[src/hdl/i2cm_pkg.sv]
// Shared types and constants of the I2C master bit engine.
// No dependencies; every other file of the block imports this package.
`timescale 1ns / 1ps
`default_nettype none

package i2cm_pkg;

  // Command codes carried in the action field and held in the command register.
  localparam logic [2:0] CMD_IDLE  = 3'd0;
  localparam logic [2:0] CMD_START = 3'd1;
  localparam logic [2:0] CMD_STOP  = 3'd2;
  localparam logic [2:0] CMD_WRITE = 3'd3;
  localparam logic [2:0] CMD_READ  = 3'd4;
  localparam logic [2:0] CMD_WAIT  = 3'd5;

  // Phase codes; their meaning depends on the command in progress.
  localparam logic [2:0] PH_P0 = 3'd0;
  localparam logic [2:0] PH_P1 = 3'd1;
  localparam logic [2:0] PH_P2 = 3'd2;
  localparam logic [2:0] PH_P3 = 3'd3;
  localparam logic [2:0] PH_P4 = 3'd4;

  // Configuration register indexes and reset values.
  localparam logic REG_HALF_PERIOD = 1'b0;
  localparam logic REG_ACK_TIMEOUT = 1'b1;
  localparam logic [15:0] HALF_PERIOD_RST = 16'd5;
  localparam logic [7:0]  ACK_TIMEOUT_RST = 8'd250;

  // Number of data bits in one byte transfer on the bus.
  localparam logic [3:0] BYTE_BITS = 4'd8;

  typedef struct packed {
    logic [2:0] action;
    logic [7:0] tx_byte;
    logic       send_ack;
    logic       sda_level;
  } i2cm_cmd_t;

  typedef struct packed {
    logic       scl_level;
    logic       sda_release;
    logic       busy_res;
    logic       done_res;
    logic [7:0] rx_byte;
    logic       no_ack;
  } i2cm_res_t;

endpackage

`default_nettype wire

[src/hdl/i2cm_if.sv]
// Valid/ready channel interfaces of the I2C master bit engine.
// Depends on i2cm_pkg for the payload types.
`timescale 1ns / 1ps
`default_nettype none

interface i2cm_cmd_if;
  import i2cm_pkg::*;
  logic      valid;
  logic      ready;
  i2cm_cmd_t data;
  modport source (output valid, output data, input ready);
  modport sink (input valid, input data, output ready);
endinterface

interface i2cm_res_if;
  import i2cm_pkg::*;
  logic      valid;
  logic      ready;
  i2cm_res_t data;
  modport source (output valid, output data, input ready);
  modport sink (input valid, input data, output ready);
endinterface

interface i2cm_cfg_if;
  logic        valid;
  logic        ready;
  logic        index;
  logic [15:0] data;
  modport source (output valid, output index, output data, input ready);
  modport sink (input valid, input index, input data, output ready);
endinterface

`default_nettype wire

[src/hdl/i2c_master_bit_engine_core.sv]
// Top level of the I2C master bit engine: line sequencer, config registers, result skid.
// Depends on i2cm_pkg and the channel interfaces in i2cm_if.sv.
`timescale 1ns / 1ps
`default_nettype none

// Usage
// Each transfer on the cmd channel is one time tick of the bus sequencer. It carries
// an action (start, stop, write byte, read byte, wait for acknowledge, or a plain
// tick), the byte to send, the acknowledge choice for a read and the sampled level
// of the data line. A command is taken only while the engine is idle; during a
// command every tick just advances the phase timers and line states.
// For every cmd transfer exactly one transfer appears on the res channel with the
// clock and data line drive (1 means released), busy, a one-tick done pulse, the
// last read byte and the no-acknowledge flag, all as they stand after that tick.
// Each result is registered, and one tick can be taken every cycle while cmd.ready
// is high: the sequencer updates its state in a single pass per tick.
// The result side is an output register plus a one-entry skid buffer, so a tick
// is still taken while one result waits; cmd.ready drops when both hold data.
// The cfg channel writes half_period_ticks (index 0) and ack_timeout (index 1);
// it is meant to be used only while the engine is idle. Both cmd.ready and
// cfg.ready stay low while reset is high, so nothing is taken during reset.
// Synchronous reset releases both lines, returns the sequencer to idle, restores
// the register defaults (5 and 250) and empties the result buffers.
module i2c_master_bit_engine_core (
  input wire logic   clk,
  input wire logic   rst,
  i2cm_cmd_if.sink   cmd,
  i2cm_res_if.source res,
  i2cm_cfg_if.sink   cfg
);
  import i2cm_pkg::*;

  // Configuration registers.
  logic [15:0] half_period_ticks;
  logic [7:0]  ack_timeout;

  // Sequencer state.
  logic [2:0]  command_reg, command_next;
  logic [2:0]  phase, phase_next;
  logic [3:0]  bit_count, bit_count_next;
  logic [7:0]  shift_reg, shift_next;
  logic [15:0] phase_timer, phase_timer_next;
  logic [7:0]  poll_count, poll_count_next;
  logic        scl_reg, scl_next;
  logic        sda_reg, sda_next;
  logic        ack_choice, ack_choice_next;
  logic        no_ack_flag, no_ack_next;
  logic [7:0]  rx_hold, rx_hold_next;
  logic        done_next;

  // Result buffering.
  logic        out_valid;
  i2cm_res_t   out_data;
  logic        skid_valid;
  i2cm_res_t   skid_data;
  i2cm_res_t   result;

  logic        cmd_fire;
  logic        res_fire;
  logic [15:0] hold_m1;
  logic [3:0]  bit_count_inc;

  assign cmd.ready = !skid_valid && !rst;
  assign cmd_fire  = cmd.valid && cmd.ready;
  assign res_fire  = out_valid && res.ready;
  assign cfg.ready = !rst;

  // Timer reload for a full phase; a zero half period counts as one tick.
  assign hold_m1       = (half_period_ticks == 16'd0) ? 16'd0 : half_period_ticks - 16'd1;
  assign bit_count_inc = bit_count + 4'd1;

  always_ff @(posedge clk) begin
    if (rst) begin
      half_period_ticks <= HALF_PERIOD_RST;
      ack_timeout       <= ACK_TIMEOUT_RST;
    end else if (cfg.valid) begin
      case (cfg.index)
        REG_HALF_PERIOD: half_period_ticks <= cfg.data;
        REG_ACK_TIMEOUT: ack_timeout <= cfg.data[7:0];
        default: ;
      endcase
    end
  end

  // One tick of the sequencer.
  always_comb begin
    command_next     = command_reg;
    phase_next       = phase;
    bit_count_next   = bit_count;
    shift_next       = shift_reg;
    phase_timer_next = phase_timer;
    poll_count_next  = poll_count;
    scl_next         = scl_reg;
    sda_next         = sda_reg;
    ack_choice_next  = ack_choice;
    no_ack_next      = no_ack_flag;
    rx_hold_next     = rx_hold;
    done_next        = 1'b0;

    if (command_reg == CMD_IDLE) begin
      case (cmd.data.action)
        CMD_START: begin
          command_next     = CMD_START;
          phase_next       = PH_P0;
          scl_next         = 1'b1;
          sda_next         = 1'b1;
          phase_timer_next = hold_m1;
        end
        CMD_STOP: begin
          command_next     = CMD_STOP;
          phase_next       = PH_P0;
          scl_next         = 1'b0;
          sda_next         = 1'b0;
          phase_timer_next = hold_m1;
        end
        CMD_WRITE: begin
          command_next     = CMD_WRITE;
          bit_count_next   = 4'd0;
          shift_next       = {cmd.data.tx_byte[6:0], 1'b0};
          phase_next       = PH_P0;
          scl_next         = 1'b0;
          sda_next         = cmd.data.tx_byte[7];
          phase_timer_next = hold_m1;
        end
        CMD_READ: begin
          command_next     = CMD_READ;
          shift_next       = 8'd0;
          bit_count_next   = 4'd0;
          ack_choice_next  = cmd.data.send_ack;
          phase_next       = PH_P0;
          scl_next         = 1'b0;
          sda_next         = 1'b1;
          phase_timer_next = hold_m1;
        end
        CMD_WAIT: begin
          // The clock line keeps its current drive for the first phase.
          command_next     = CMD_WAIT;
          poll_count_next  = 8'd0;
          no_ack_next      = 1'b0;
          phase_next       = PH_P0;
          sda_next         = 1'b1;
          phase_timer_next = hold_m1;
        end
        default: ;
      endcase
    end else if (phase_timer != 16'd0) begin
      phase_timer_next = phase_timer - 16'd1;
    end else begin
      case (command_reg)
        CMD_START: begin
          if (phase == PH_P0) begin
            phase_next       = PH_P1;
            scl_next         = 1'b1;
            sda_next         = 1'b0;
            phase_timer_next = hold_m1;
          end else begin
            scl_next         = 1'b0;
            command_next     = CMD_IDLE;
            phase_next       = PH_P0;
            phase_timer_next = 16'd0;
            done_next        = 1'b1;
          end
        end
        CMD_STOP: begin
          if (phase == PH_P0) begin
            // The clock is released for exactly one tick before data rises.
            phase_next       = PH_P1;
            scl_next         = 1'b1;
            sda_next         = 1'b0;
            phase_timer_next = 16'd0;
          end else if (phase == PH_P1) begin
            phase_next       = PH_P2;
            scl_next         = 1'b1;
            sda_next         = 1'b1;
            phase_timer_next = hold_m1;
          end else begin
            command_next     = CMD_IDLE;
            phase_next       = PH_P0;
            phase_timer_next = 16'd0;
            done_next        = 1'b1;
          end
        end
        CMD_WRITE: begin
          if (phase == PH_P0) begin
            phase_next       = PH_P1;
            scl_next         = 1'b1;
            phase_timer_next = hold_m1;
          end else if (phase == PH_P1) begin
            phase_next       = PH_P2;
            scl_next         = 1'b0;
            phase_timer_next = hold_m1;
          end else begin
            bit_count_next = bit_count_inc;
            if (bit_count_inc >= BYTE_BITS) begin
              command_next     = CMD_IDLE;
              phase_next       = PH_P0;
              phase_timer_next = 16'd0;
              done_next        = 1'b1;
            end else begin
              shift_next       = {shift_reg[6:0], 1'b0};
              phase_next       = PH_P0;
              scl_next         = 1'b0;
              sda_next         = shift_reg[7];
              phase_timer_next = hold_m1;
            end
          end
        end
        CMD_READ: begin
          if (phase == PH_P0) begin
            phase_next       = PH_P1;
            scl_next         = 1'b1;
            sda_next         = 1'b1;
            phase_timer_next = hold_m1;
          end else if (phase == PH_P1) begin
            // Sample at the end of the clock-high phase.
            shift_next       = {shift_reg[6:0], cmd.data.sda_level};
            bit_count_next   = bit_count_inc;
            scl_next         = 1'b0;
            phase_timer_next = hold_m1;
            if (bit_count_inc < BYTE_BITS) begin
              phase_next = PH_P0;
              sda_next   = 1'b1;
            end else begin
              phase_next = PH_P3;
              sda_next   = !ack_choice;
            end
          end else if (phase == PH_P3) begin
            phase_next       = PH_P4;
            scl_next         = 1'b1;
            phase_timer_next = hold_m1;
          end else begin
            scl_next         = 1'b0;
            rx_hold_next     = shift_reg;
            command_next     = CMD_IDLE;
            phase_next       = PH_P0;
            phase_timer_next = 16'd0;
            done_next        = 1'b1;
          end
        end
        CMD_WAIT: begin
          if (phase == PH_P0) begin
            phase_next       = PH_P1;
            scl_next         = 1'b1;
            sda_next         = 1'b1;
            phase_timer_next = hold_m1;
          end else if (phase == PH_P1 || phase == PH_P2) begin
            // Poll the data line once per tick with the clock high.
            phase_next = PH_P2;
            if (!cmd.data.sda_level) begin
              phase_next       = PH_P3;
              scl_next         = 1'b0;
              phase_timer_next = hold_m1;
            end else if (poll_count >= ack_timeout) begin
              // Timed out: turn the command into a stop.
              no_ack_next      = 1'b1;
              command_next     = CMD_STOP;
              phase_next       = PH_P0;
              scl_next         = 1'b0;
              sda_next         = 1'b0;
              phase_timer_next = hold_m1;
            end else begin
              poll_count_next = poll_count + 8'd1;
            end
          end else begin
            command_next     = CMD_IDLE;
            phase_next       = PH_P0;
            phase_timer_next = 16'd0;
            done_next        = 1'b1;
          end
        end
        default: begin
          command_next     = CMD_IDLE;
          phase_next       = PH_P0;
          phase_timer_next = 16'd0;
          done_next        = 1'b1;
        end
      endcase
    end

    result.scl_level   = scl_next;
    result.sda_release = sda_next;
    result.busy_res    = (command_next != CMD_IDLE);
    result.done_res    = done_next;
    result.rx_byte     = rx_hold_next;
    result.no_ack      = no_ack_next;
  end

  always_ff @(posedge clk) begin
    if (rst) begin
      command_reg <= CMD_IDLE;
      phase       <= PH_P0;
      bit_count   <= 4'd0;
      shift_reg   <= 8'd0;
      phase_timer <= 16'd0;
      poll_count  <= 8'd0;
      scl_reg     <= 1'b1;
      sda_reg     <= 1'b1;
      ack_choice  <= 1'b0;
      no_ack_flag <= 1'b0;
      rx_hold     <= 8'd0;
    end else if (cmd_fire) begin
      command_reg <= command_next;
      phase       <= phase_next;
      bit_count   <= bit_count_next;
      shift_reg   <= shift_next;
      phase_timer <= phase_timer_next;
      poll_count  <= poll_count_next;
      scl_reg     <= scl_next;
      sda_reg     <= sda_next;
      ack_choice  <= ack_choice_next;
      no_ack_flag <= no_ack_next;
      rx_hold     <= rx_hold_next;
    end
  end

  // Output register with a one-entry skid buffer behind it.
  always_ff @(posedge clk) begin
    if (rst) begin
      out_valid  <= 1'b0;
      skid_valid <= 1'b0;
    end else if (res_fire) begin
      if (skid_valid) begin
        out_valid  <= 1'b1;
        skid_valid <= 1'b0;
      end else begin
        out_valid <= cmd_fire;
      end
    end else if (cmd_fire) begin
      if (out_valid) begin
        skid_valid <= 1'b1;
      end else begin
        out_valid <= 1'b1;
      end
    end
  end

  always_ff @(posedge clk) begin
    if (res_fire && skid_valid) begin
      out_data <= skid_data;
    end else if (cmd_fire && (!out_valid || res_fire)) begin
      out_data <= result;
    end
    if (cmd_fire && out_valid && !res_fire) begin
      skid_data <= result;
    end
  end

  assign res.valid = out_valid;
  assign res.data  = out_data;

`ifndef SYNTHESIS
  a_skid_behind_out: assert property (@(posedge clk) disable iff (rst)
    skid_valid |-> out_valid)
    else $error("skid buffer holds a result while the output register is empty");

  a_idle_clean: assert property (@(posedge clk) disable iff (rst)
    (command_reg == CMD_IDLE) |-> (phase == PH_P0 && phase_timer == 16'd0))
    else $error("idle sequencer left a phase or timer behind");

  a_bit_count_range: assert property (@(posedge clk) disable iff (rst)
    bit_count <= BYTE_BITS)
    else $error("bit counter ran past one byte");

  a_timeout_stop: assert property (@(posedge clk) disable iff (rst)
    $rose(no_ack_flag) |-> (command_reg == CMD_STOP))
    else $error("acknowledge timeout did not turn into a stop");
`endif

endmodule

`default_nettype wire

[src/flat_wrapper.sv]
// flat-port wrapper written by rule: the top's interface ports become plain ports
module i2c_master_bit_engine_core_flat import i2cm_pkg::*;
  (clk, rst, cmd_valid, cmd_data, cmd_ready, res_valid, res_data, res_ready, cfg_valid, cfg_index, cfg_data, cfg_ready);
  i2cm_cmd_if cmd_i ();
  i2cm_res_if res_i ();
  i2cm_cfg_if cfg_i ();
  input wire logic clk;
  input wire logic rst;
  input wire logic [$bits(cmd_i.valid)-1:0] cmd_valid;
  input wire logic [$bits(cmd_i.data)-1:0] cmd_data;
  output wire logic [$bits(cmd_i.ready)-1:0] cmd_ready;
  output wire logic [$bits(res_i.valid)-1:0] res_valid;
  output wire logic [$bits(res_i.data)-1:0] res_data;
  input wire logic [$bits(res_i.ready)-1:0] res_ready;
  input wire logic [$bits(cfg_i.valid)-1:0] cfg_valid;
  input wire logic [$bits(cfg_i.index)-1:0] cfg_index;
  input wire logic [$bits(cfg_i.data)-1:0] cfg_data;
  output wire logic [$bits(cfg_i.ready)-1:0] cfg_ready;
  assign cmd_i.valid = cmd_valid;
  assign cmd_i.data = cmd_data;
  assign cmd_ready = cmd_i.ready;
  assign res_valid = res_i.valid;
  assign res_data = res_i.data;
  assign res_i.ready = res_ready;
  assign cfg_i.valid = cfg_valid;
  assign cfg_i.index = cfg_index;
  assign cfg_i.data = cfg_data;
  assign cfg_ready = cfg_i.ready;
  i2c_master_bit_engine_core u_core (.clk(clk), .rst(rst), .cmd(cmd_i), .res(res_i), .cfg(cfg_i));
endmodule
[config.mk]
export PLATFORM = sky130hd
export DESIGN_NAME = i2c_master_bit_engine_core_flat
export DESIGN_NICKNAME = d
export VERILOG_FILES = /design/src/hdl/i2cm_pkg.sv /design/src/hdl/i2cm_if.sv /design/src/hdl/i2c_master_bit_engine_core.sv /design/src/flat_wrapper.sv
export SDC_FILE = /design/constraint.sdc
export NUM_CORES = 1
export LEC_CHECK = 0
export ABC_AREA = 1
export BUFFER_PORTS_ARGS = -buffer_cell sky130_fd_sc_hd__clkbuf_2
export CORE_MARGIN = 8
export CORE_UTILIZATION = 50
export DETAILED_ROUTE_END_ITERATION = 16
export PLACE_DENSITY = 0.73
export SLEW_MARGIN = 10
export SYNTH_ARGS = -nofsm -noshare
export SYNTH_HDL_FRONTEND = slang
export SYNTH_SLANG_ARGS = --single-unit
export TNS_END_PERCENT = 10
[constraint.sdc]
create_clock -name clk -period 5.8 [get_ports clk]
set_clock_uncertainty 0.1 [all_clocks]
set_input_delay 0 -clock clk [delete_from_list [all_inputs] [get_ports clk]]
set_output_delay 0 -clock clk [all_outputs]
set_load 0.02 [all_outputs]
; ---- After elaboration in Yosys (flattened, before gate mapping)
; Cells that the tools add are included.
[totals]
register_bits = 106
inputBits = 35
output_inout_bits = 16
elab_cells = 243
[op_classes]
addsub = 4
n_lt_le_gt_ge = 3
n_eq_ne = 26
mux = 142
n_bitwise = 1
reduce_logical = 40
[op_table]
columns = op, count
row1 = two-way mux 16 bit, 17
row2 = two-way mux 8 bit, 21
row3 = one-hot mux 16 bit (5 select lines), 1
row4 = two-way mux 3 bit, 25
row5 = two-way mux 1 bit, 55
row6 = one-hot mux 8 bit (2 select lines), 2
row7 = subtractor 16 x 1 -> 16 bit (second input constant), 2
row8 = one-hot mux 3 bit (5 select lines), 2
row9 = two-way mux 4 bit, 7
row10 = two-way mux 13 bit, 2
row11 = == test 3 x 2 -> 1 bit (second input constant), 6
row12 = zero test 16 bit, 1
row13 = AND reduction 8 bit, 2
row14 = nonzero test 16 bit, 1
row15 = one-hot mux 1 bit (5 select lines), 3
row16 = == test 3 bit (second input constant), 4
row17 = inequality test 3 x 2 -> 1 bit (second input constant), 4
row18 = one-hot mux 3 bit (4 select lines), 1
row19 = nonzero test 2 bit, 5
row20 = == test 3 x 1 -> 1 bit (second input constant), 3
row21 = AND reduction 3 bit, 3
row22 = AND reduction 9 bit, 1
row23 = adder 8 x 1 -> 8 bit (second input constant), 1
row24 = greater-or-equal comparator 8 bit, 1
row25 = other kinds (22), 46

; ---- Longest topological paths before layout
; Gate-level depths: netlist (run 1).
[depth]
word_depth = 11
ltp_mapped = 18
depth_no_buf = 18

; ---- Worst setup path before layout (run 1)
; No wires, ideal clock.
[synth_path]
kind = flip-flop to flip-flop
from = reg u_core.skid_valid
to = reg u_core.out_data, in the netlist u_core.res.data[0] (enable)
setup_ps = 401
arrival_time_ps = 1856
required_time_ps = 5299
path_slack_ps = 3443
path_stages_with_launch = 4
period_less_slack_ps = 2357
path_cell_list = dfxtp_1 nor2_1 nand2_2 o21ai_0
[synth_between]
elab_chain_cells = 5
[synth_lines]
columns = item, line
row1 = "start, declared", i2c_master_bit_engine_core.sv:54  ; logic skid_valid;
row2 = "start signal, assigned", i2c_master_bit_engine_core.sv:320  ; skid_valid <= 1'b0;
row3 = "start signal, assigned", i2c_master_bit_engine_core.sv:324  ; skid_valid <= 1'b0;
row4 = "start signal, assigned", i2c_master_bit_engine_core.sv:330  ; skid_valid <= 1'b1;
row5 = zero test 1 bit, i2c_master_bit_engine_core.sv:63  ; assign cmd.ready = !skid_valid && !rst;
row6 = logical AND 1 bit, i2c_master_bit_engine_core.sv:63
row7 = named net cmd_ready, flat_wrapper.sv:11  ; output wire logic [$bits(cmd_i.ready)-1:0] cmd_ready;
row8 = logical AND 1 bit, i2c_master_bit_engine_core.sv:64  ; assign cmd_fire = cmd.valid && cmd.ready;
row9 = logical AND 1 bit, i2c_master_bit_engine_core.sv:340  ; end else if (cmd_fire && (!out_valid || res_fire)) begin
row10 = nonzero test 2 bit (no source line), --
row11 = "end signal, assigned", i2c_master_bit_engine_core.sv:339  ; out_data <= skid_data;
row12 = "end signal, assigned", i2c_master_bit_engine_core.sv:341  ; out_data <= result;
row13 = "end, declared", i2c_master_bit_engine_core.sv:53  ; i2cm_res_t out_data;
; The timed path passes the listed nets, and every way through them passes these cells.
; A chain may end at the register's enable or synchronous reset.

; ---- Worst setup path after layout (run 1)
[layout_path]
from = reg u_core.command_reg[1]
to = reg u_core.poll_count[2]
[layout_between]
elab_chain_cells = 3
[layout_lines]
columns = item, line
row1 = "start, declared", i2c_master_bit_engine_core.sv:38  ; logic [2:0] command_reg, command_next;
row2 = "start signal, assigned", i2c_master_bit_engine_core.sv:302  ; command_reg <= command_next;
row3 = zero test 3 bit / == test 3 bit (equally long branches), "i2c_master_bit_engine_core.sv:100, i2c_master_bit_engine_core.sv:149"
row4 = "inequality test 2 x 1 -> 1 bit (no source line), or another cell as far along", --
row5 = AND reduction 8 bit (no source line), --
row6 = "end signal, assigned", i2c_master_bit_engine_core.sv:307  ; poll_count <= poll_count_next;
row7 = "end, declared", i2c_master_bit_engine_core.sv:43  ; logic [7:0] poll_count, poll_count_next;
; Parallel ways exist; a longest one is shown, timed or not.

==> results.sh, run 1 <==
export IMPL_status="finished clean"
export IMPL_place_congestion=0.9395
export IMPL_hold_violations=0
export IMPL_max_freq_ghz=0.3480
export IMPL_layout_commonest_cell="nand2_1"
export IMPL_io_buffers=50
export IMPL_nFillCells=1012
export IMPL_yosysUniqueCellTypes=40
export IMPL_period_minus_slack_ns=2.874
export IMPL_clock_latency_ns=0.35
export IMPL_cp_slowest_stage_delay_ns=0.58
export IMPL_grt_pass1_wl_mm=22.64
export IMPL_ys_ff_latch=106
export IMPL_cp_start_kind="flip-flop"
export IMPL_die_width_um=124.4
export IMPL_die_height_um=124.4
export IMPL_first_iter_violations=317
export IMPL_hp_class="primary input to flip-flop"
export IMPL_hpwl_mm=9.772
export IMPL_fin_nets=911
export IMPL_routed_wl_mm=13.25
export IMPL_syn_instance_count=797
export IMPL_diodes=0
export IMPL_worstMarginPinSlew_ns=1.067
export IMPL_syn_area_sq_mm=0.005873
export IMPL_grt_overflow=0
export IMPL_arrival_ns=3.01
export IMPL_setup_violations=0
export IMPL_drive_gt1_frac=0.1336
export IMPL_synthTopCellsByArea="dfxtp_1, edfxtp_1, nand2_1"
export IMPL_area_delta_synth_final_pct=15.55
export IMPL_drv_slew=0
export IMPL_ir_drop_uv=189.6
export IMPL_cts_resized=0
export IMPL_design_area_sq_mm=0.006787
export IMPL_required_ns=5.93
export IMPL_powerDensity_mw_per_mm2=280.7
export IMPL_core_rowCount=39
export IMPL_final_cell_mix="nand2_1, inv_1, nor2_1"
export IMPL_crit_fanout=22
export IMPL_die_area_sq_mm=0.01547
export IMPL_cts_tree="done"
export IMPL_track_usage=0.1709
export IMPL_grt_pass1_vias=4904
export IMPL_grt_max_degree=37
export IMPL_cts_sinks=106
export IMPL_path_class="flip-flop to flip-flop"
export IMPL_drcViolationCount=0
export IMPL_period_share=0.4954
export IMPL_clk_path_buf_depth=2
export IMPL_ctsHoldBuffers=28
export IMPL_path_buf_inv=2
export IMPL_max_cap_violations=0
export IMPL_synth_nets=845
export IMPL_crit_chain="nor2_1 -> nand2_1 -> inv_1 -> nand4_1 -> o21ai_0 -> inv_1 -> nand2_1 -> nor2_1"
export IMPL_rsz0062_at_grt="no"
export IMPL_post_cts_buffers=0
export IMPL_vias_per_cell=5.176
export IMPL_finalPower_w=0.001905
export IMPL_endpoint_kind="flip-flop"
export IMPL_ant_nets=0
export IMPL_top_regs="u_core.half_period_ticks (16), u_core.phase_timer (16)"
export IMPL_placement_cell_area_sq_mm=0.006187
export IMPL_cts_root_buf="clkbuf_16"
export IMPL_regArea_sq_mm=0.002382
export IMPL_start_util=0.5122
export IMPL_yosysSeqAreaShare=0.4056
export IMPL_vias=5233
export IMPL_h_tree_depth=3
export IMPL_p_leak_nw=3.125
export IMPL_critPathTopFamily="simple AND/OR/NAND/NOR gates"
export IMPL_synth_avg_cell_area_sq_um=7.369
export IMPL_maxSlewHeadroom=0.2886
export IMPL_ioPinCount=51
export IMPL_multi_input_area_sq_mm=0.002950
export IMPL_synth_top_area_share=0.2727
export IMPL_yosysWarnings=0
export IMPL_grt_antenna_before_repair=0
export IMPL_yosys_area_top_type="dfxtp_1"
export IMPL_crit_path_top_delay_cell="o21ai_0"
export IMPL_fin_tns_setup_ns=0
export IMPL_coreArea_sq_mm=0.01147
export IMPL_clk_pin_slew_ns=0.07
export IMPL_cts_buffers=9
export IMPL_drt_pass1_iterations=5
export IMPL_utilization=0.5918
export IMPL_avgRoutedWirePerCell_um=13.11
final timing paths:
check / slack [ns] / cells after the start / from / end
max: 2.93 / 8 / u_core.command_reg[1]$_SDFFE_PP0P_ / u_core.poll_count[2]$_SDFFE_PP0P_
max reg2reg: 2.93 / 8 / u_core.command_reg[1]$_SDFFE_PP0P_ / u_core.poll_count[2]$_SDFFE_PP0P_
min reg2reg: 0.37 / 2 / u_core.shift_reg[0]$_SDFFE_PP0P_ / u_core.shift_reg[0]$_SDFFE_PP0P_
min: 0.01 / 5 / cmd_data[3] / u_core.shift_reg[2]$_SDFFE_PP0P_
worst min-delay path, cell delays in order:
cell and delay [ns]:
clkbuf_2 0.10, nand3_1 0.07, o21ai_0 0.06, o21ai_0 0.09, a21oi_1 0.11
cell usage after synthesis (all sizes together):
cell    count
nand4       9
ha         13
inv       108
or2         1
nand2     178
nand3      43
a211oi      3
o211ai      9
nor2       92
a21o        1
o21bai      1
a21oi      63
clkbuf     13
and3        1
xor2       25
nor3       14
a31oi       3
nor4        6
xnor2       4
o21ai      75
buf        11
a22o        9
edfxtp     26
o22ai       6
clkinv      3
dfxtp      80
metal layers:
layer  vias up  routed length (um)  track usage
met3        21                 610      0.03574
met1      2356                6253       0.2109
li1       2742                   -            -
met5         -                   0            0
met4         0                 280      0.07371
met2       114                6108       0.2818
report_power, final:
part | total, W | switching, W | leakage [nW] | internal [W]
clock network | 0.000652 | 0.000272 | 0.153 | 0.000380
registers | 0.000830 | 0.0000290 | 0.908 | 0.000801
logic | 0.000424 | 0.000281 | 2.06 | 0.000142
stage by stage:
stage	hold WS, ns	instances	setup WS [ns]
final	0.01210	1011	2.926
after global routing	0.02326	1011	2.714
after CTS	0.004465	1011	3.006
after detailed placement	0.1295	967	3.016
after global placement	0.1216	967	3.044
after floorplan	0.02636	797	3.443
cell type report:
class / count / share of cell area
clock buffer: 10 / 0.03374
inverter: 111 / 0.06158
timing repair buffer: 79 / 0.07928
clock inverter: 6 / 0.01327
sequential: 106 / 0.3510
tap: 143 / 0.02636
multi-input combinational: 556 / 0.4347
cells by family after synthesis:
family / count (synthesis) / share of synthesized area
adders and majority gates: 13 / 0.02770
xor gates and xnor gates: 29 / 0.04325
buffers and inverters: 135 / 0.09267
and+or+nand+nor: 344 / 0.2608
DFF: 106 / 0.4056
AOI/OAI and AO/OA: 170 / 0.1700
No activity file was read; power rests on OpenSTA's default activity.
==> run 2: changes to the inputs <==
Clock period 5.8 ns to 3 ns, I/O delays scaled along.
==> run 2 against run 1 <==
Final area is 0.42% higher. Routed wire length is 2.2% higher. First-iteration DRC count is 17% higher. Global-route usage is 0.43 points higher. Clock-buffer cell count is 1 higher. Final cell count is 0.89% higher. Maximum frequency is 13% higher. Utilization is 0.25 points higher. Worst setup slack worse by 2.5 ns. Register-to-register slack worse by 2.5 ns. Highest routed layer unchanged.
==> results.sh, run 2 (synthesized netlist as in run 1, its figures left out) <==
export IMPL_crit_fanout=12
export IMPL_grt_overflow=0
export IMPL_cts_sinks=106
export IMPL_track_usage=0.1752
export IMPL_cts_root_buf="clkbuf_16"
export IMPL_p_seq_frac=0.444
export IMPL_nFillCells=1035
export IMPL_hold_violations=0
export IMPL_arrival_ns=2.74
export IMPL_rsz0062_at_grt="no"
export IMPL_worstMarginPinSlew_ns=1.053
export IMPL_required_ns=3.20
export IMPL_start_util=0.5122
export IMPL_hpwl_mm=9.927
export IMPL_fin_nets=920
export IMPL_max_cap_violations=0
export IMPL_clock_latency_ns=0.35
export IMPL_status="finished clean"
export IMPL_finalPower_w=0.003614
export IMPL_avgRoutedWirePerCell_um=13.28
export IMPL_drv_slew=0
export IMPL_endpoint_kind="flip-flop"
export IMPL_whs_ns=0.01843
export IMPL_maxSlewHeadroom=0.2935
export IMPL_switchingPower_w=0.001128
export IMPL_vias=5261
export IMPL_cts_buffers=9
export IMPL_ioPinCount=51
export IMPL_max_freq_ghz=0.3936
export IMPL_top_regs="u_core.half_period_ticks (16), u_core.phase_timer (16)"
export IMPL_fin_tns_setup_ns=0
export IMPL_layout_commonest_cell="nand2_1"
export IMPL_io_buffers=50
export IMPL_post_cts_buffers=0
export IMPL_cp_start_kind="flip-flop"
export IMPL_p_clk_frac=0.323
export IMPL_grt_max_degree=36
export IMPL_routed_wl_mm=13.55
export IMPL_ir_drop_uv=647.6
export IMPL_grt_pass1_wl_mm=23.12
export IMPL_p_leak_nw=3.162
export IMPL_drcViolationCount=0
export IMPL_cts_tree="done"
export IMPL_drive_gt1_frac=0.1448
export IMPL_path_class="flip-flop to flip-flop"
export IMPL_switching_share=0.3120
export IMPL_ctsHoldBuffers=25
export IMPL_hp_class="primary input to flip-flop"
export IMPL_grt_antenna_before_repair=0
export IMPL_die_width_um=124.4
export IMPL_comb_power_share=0.233
export IMPL_place_congestion=0.9232
export IMPL_grt_pass1_vias=5055
export IMPL_clk_path_buf_depth=2
export IMPL_clk_pin_slew_ns=0.07
export IMPL_die_area_sq_mm=0.01547
export IMPL_period_share=0.8469
export IMPL_diodes=0
export IMPL_first_iter_violations=372
export IMPL_worst_slack_ns=0.4592
export IMPL_drt_pass1_iterations=5
export IMPL_intPower_w=0.002487
export IMPL_h_tree_depth=3
export IMPL_cts_resized=0
export IMPL_ant_nets=0
export IMPL_core_rowCount=39
export IMPL_period_minus_slack_ns=2.541
export IMPL_setup_violations=0
export IMPL_final_cell_mix="nand2_1, inv_1, nor2_1"
export IMPL_die_height_um=124.4
export IMPL_area_delta_synth_final_pct=16.04
export IMPL_coreArea_sq_mm=0.01147
export IMPL_place_ws_ns=0.5298
export IMPL_powerDensity_mw_per_mm2=530.3
export IMPL_vias_per_cell=5.158
==> run 2: worst max-delay path, cell delays in order, from the launching register on <==
cell and delay [ns]:
dfxtp_1 0.30, inv_1 0.14, ha_1 0.26, nand3_4 0.15
nor2_8 0.13, nand3_4 0.10, nor2_2 0.14, nand3_1 0.13
o21ai_2 0.44, buf_4 0.28, a21oi_1 0.05, o21ai_0 0.14
nand2_1 0.08, inv_1 0.05
==> run 2: power by group through the flow <==
stage / Combinational [W] / Clock [W] / Sequential [W]
after detailed placement: 0.000807 / 0 / 0.00164
after CTS: 0.000839 / 0.00119 / 0.00160
after floorplan: 0.000617 / 0 / 0.00163
final: 0.000842 / 0.00117 / 0.00161
after global placement: 0.000804 / 0 / 0.00164
after global routing: 0.000942 / 0.00125 / 0.00162
==> run 2: worst paths after layout <==
| kind | startpoint | to | slack, ns | cells after the start |
|---|---|---|---|---|
| min | cmd_data[7] | u_core.shift_reg[6]$_SDFFE_PP0P_ | 0.02 | 5 |
| min reg2reg | u_core.poll_count[4]$_SDFFE_PP0P_ | u_core.poll_count[4]$_SDFFE_PP0P_ | 0.38 | 2 |
| max reg2reg | u_core.phase_timer[0]$_SDFFE_PP0P_ | u_core.phase_timer[3]$_SDFFE_PP0P_ | 0.46 | 13 |
| max | u_core.phase_timer[0]$_SDFFE_PP0P_ | u_core.phase_timer[3]$_SDFFE_PP0P_ | 0.46 | 13 |
==> run 2: cell type report <==
cell class                      instances  area [sq um]  area share
Tap cell                              143         178.9     0.02625
Sequential cell                       106          2382      0.3495
Inverter                              111         417.9     0.06132
Clock inverter                          5         55.05    0.008078
Timing Repair Buffer                   88         598.1     0.08775
Multi-Input combinational cell        556          2950      0.4329
Clock buffer                           11         232.7     0.03415
==> run 2: per-stage QoR <==
step	std cells	instance area [sq um]	utilization
2_1_floorplan	797	5873	-
3_3_place_gp	979	6277	0.5474
3_5_place_dp	979	6277	0.5474
4_1_cts	1020	6815	0.5943
5_1_grt	1020	6815	0.5943
6_report	1020	6815	0.5943
==> run 2: per-layer routing <==
layer,global-route usage,share of wire,vias to the layer above
li1,-,-,2769
met1,0.2039,0.45,2347
met2,0.3026,0.48,128
met3,0.05234,0.055,17
met4,0.05245,0.015,0
met5,0,0,-
==> run 3: changes to the inputs <==
Settings changed: ABC_AREA 1 to 0.
Clock period 3 ns to 2.6 ns, I/O delays scaled along.
==> run 3 against run 2 <==
The flow now finishes with violations (setup timing). Final area increased by 11%. Utilization increased by 3.9 points. Critical path depth decreased by 3. Flip-flop and latch count unchanged. Via count increased by 11%. Die area increased by 2.3%. Clock power increased by 16%. Sequential power increased by 16%. Final cell count decreased by 5.7%. Global-route usage increased by 3.9 points. Non-clock buffer count increased by 48. First-iteration DRC count increased by 42%. Critical path type unchanged. Largest power group unchanged.
==> results.sh, run 3 <==
export IMPL_yosysUniqueCellTypes=69
export IMPL_syn_instance_count=704
export IMPL_grt_pass1_wl_mm=28.23
export IMPL_synthTopCellsByArea="dfxtp_1, edfxtp_1, nand2_1"
export IMPL_arrival_ns=2.64
export IMPL_path_depth=10
export IMPL_hp_class="primary input to flip-flop"
export IMPL_setup_violations=6
export IMPL_drive_gt1_frac=0.2245
export IMPL_cts_root_buf="clkbuf_16"
export IMPL_period_minus_slack_ns=2.625
export IMPL_drcViolationCount=0
export IMPL_async_flop_share=0
export IMPL_clock_latency_ns=0.36
export IMPL_yosys_area_top_type="dfxtp_1"
export IMPL_h_tree_depth=3
export IMPL_area_delta_synth_final_pct=25.14
export IMPL_cts_tree="done"
export IMPL_maxSlewHeadroom=0.6230
export IMPL_start_util=0.5060
export IMPL_period_share=1.009
export IMPL_p_leak_nw=2.993
export IMPL_cts_sinks=106
export IMPL_ys_top_cells_by_count="nand2_1, dfxtp_1, a21oi_1"
export IMPL_drv_slew=0
export IMPL_final_cell_mix="nand2_1, dfxtp_1, a21oi_1"
export IMPL_worst_slack_ns=-0.02455
export IMPL_synth_edf_count=26
export IMPL_status="finished, violations left"
export IMPL_grt_max_degree=40
export IMPL_die_width_um=125.8
export IMPL_endpoint_kind="flip-flop"
export IMPL_coreArea_sq_mm=0.01191
export IMPL_violations="setup timing"
export IMPL_max_cap_violations=0
export IMPL_yosysWarnings=0
export IMPL_vias_per_cell=6.083
export IMPL_design_area_sq_mm=0.007542
export IMPL_reg2reg_depth=10
export IMPL_max_freq_ghz=0.3810
export IMPL_hold_violations=0
export IMPL_whs_ns=0.04129
export IMPL_syn_area_sq_mm=0.006027
export IMPL_cp_start_kind="flip-flop"
export IMPL_top_regs="u_core.half_period_ticks (16), u_core.phase_timer (16)"
export IMPL_crit_path_top_delay_cell="dfxtp_2"
export IMPL_placement_cell_area_sq_mm=0.006658
export IMPL_avgRoutedWirePerCell_um=17.94
export IMPL_crit_fanout=5
export IMPL_clk_path_buf_depth=2
export IMPL_ys_ff_latch=106
export IMPL_track_usage=0.2144
export IMPL_cp_slowest_stage_delay_ns=0.34
export IMPL_drt_pass1_iterations=5
export IMPL_rsz0062_at_grt="yes"
export IMPL_io_buffers=50
export IMPL_grt_overflow=0
export IMPL_grt_antenna_before_repair=0
export IMPL_crit_chain="inv_2 -> ha_4 -> nor3b_4 -> buf_6 -> nand4_1 -> nor4_4 -> buf_4 -> buf_12 -> mux2_4 -> mux2_4"
export IMPL_ioPinCount=51
export IMPL_grt_pass1_vias=5751
export IMPL_ys_flop_type="dfxtp_1"
export IMPL_routed_wl_mm=17.26
export IMPL_clk_pin_slew_ns=0.08
export IMPL_fin_nets=858
export IMPL_core_rowCount=40
export IMPL_worstMarginPinSlew_ns=0.5607
export IMPL_synth_avg_cell_area_sq_um=8.561
export IMPL_final_cells=962
export IMPL_crit_top_cell="mux2_4"
export IMPL_critPathTopFamily="simple AND/OR/NAND/NOR gates"
export IMPL_synth_most_common_cell="nand2_1"
export IMPL_required_ns=2.62
export IMPL_die_area_sq_mm=0.01582
export IMPL_whs_path_depth=3
export IMPL_dp_cells=905
export IMPL_powerDensity_mw_per_mm2=585.6
export IMPL_layout_commonest_cell="nand2_1"
export IMPL_ir_drop_uv=567.5
export IMPL_place_congestion=0.9306
export IMPL_cts_buffers=9
export IMPL_path_buf_inv=4
export IMPL_diodes=0
export IMPL_synth_nets=752
export IMPL_vias=5852
export IMPL_synth_top_area_share=0.2657
export IMPL_ant_nets=0
export IMPL_first_iter_violations=528
export IMPL_path_class="flip-flop to flip-flop"
export IMPL_hpwl_mm=12.00
export IMPL_die_height_um=125.8
export IMPL_yosysSeqAreaShare=0.3953
## run 3: changes by cell type after synthesis, sizes merged, moves of 9 or more
cell,change
nor2,-53
nand2,-73
mux2i,+11
clkbuf,+14
mux2,+21
xor2,-14
inv,-86
o21ai,-43
a22oi,+10
a311oi,+9
or3,+13
## run 3: layout make-up
class                           count  area, sq um
Clock inverter                      5        41.29
Multi-Input combinational cell    535         3571
Tap cell                          147        183.9
Timing Repair Buffer              136         1022
Inverter                           22        82.58
Sequential cell                   106         2387
Clock buffer                       11        254.0
Fill cell                         985         4369
## run 3: metrics by stage
step | setup TNS, ns | power (W) | util | worst slack (ns)
after floorplan | -0.02749 | 0.002574 | - | -0.009623
after global placement | 0 | 0.002906 | 0.5589 | 0.002377
after detailed placement | -0.2864 | 0.002940 | 0.5589 | -0.04768
after CTS | -0.07216 | 0.004329 | 0.6110 | -0.02481
after global routing | -0.3848 | 0.004612 | 0.6332 | -0.05414
final | -0.06443 | 0.004416 | 0.6332 | -0.02455
## run 3: cell families (layout without fill, tap and decap cells)
logic type,Yosys count,count (layout),share of synthesized area
buffers and inverters,63,174,0.04297
AO/OA/AOI/OAI,192,192,0.2213
flip-flops,106,106,0.3953
adder cells (fa/ha/maj),13,13,0.02699
multiplexers,32,32,0.05751
AND/OR/NAND/NOR,276,276,0.2240
XOR/XNOR,22,22,0.03197
## run 3: worst min-delay path: stages
cell      delay, ns
clkbuf_2       0.17
a211o_1        0.20
a31oi_1        0.08
## run 3: timing repair
action,4_1_cts,5_1_grt
endpoints found under the setup margin,19,45
hold endpoints to repair,35,0
hold buffers,30,0
pin swaps,1,9
gates resized for setup,5,38
gates cloned,0,2
setup buffers,0,9
## run 3: layer usage
| metal | track usage | vias to the layer above | wire length (um) |
|---|---|---|---|
| met3 | 0.05105 | 30 | 1028 |
| met4 | 0.07502 | 0 | 325 |
| li1 | - | 2807 | - |
| met1 | 0.2552 | 2794 | 7294 |
| met2 | 0.3703 | 221 | 8615 |
| met5 | 0 | - | 0 |
## run 3: path summary, 6_finish.rpt
path | start | end | slack (ns)
max | u_core.phase_timer[0]$_SDFFE_PP0P_ | u_core.res.data[4]$_DFFE_PP_ | -0.02
min | cmd_data[12] | u_core.scl_reg$_SDFFE_PP1P_ | 0.04
max reg2reg | u_core.phase_timer[0]$_SDFFE_PP0P_ | u_core.res.data[4]$_DFFE_PP_ | -0.02
min reg2reg | u_core.rx_hold[7]$_SDFFE_PP0P_ | u_core.rx_hold[7]$_SDFFE_PP0P_ | 0.36
## run 3: power by group
part           total, W  switching [W]  internal, W
Clock           0.00136       0.000643     0.000721
Sequential      0.00186      0.0000925      0.00177
Combinational   0.00119       0.000682     0.000506
Total           0.00442        0.00142      0.00300
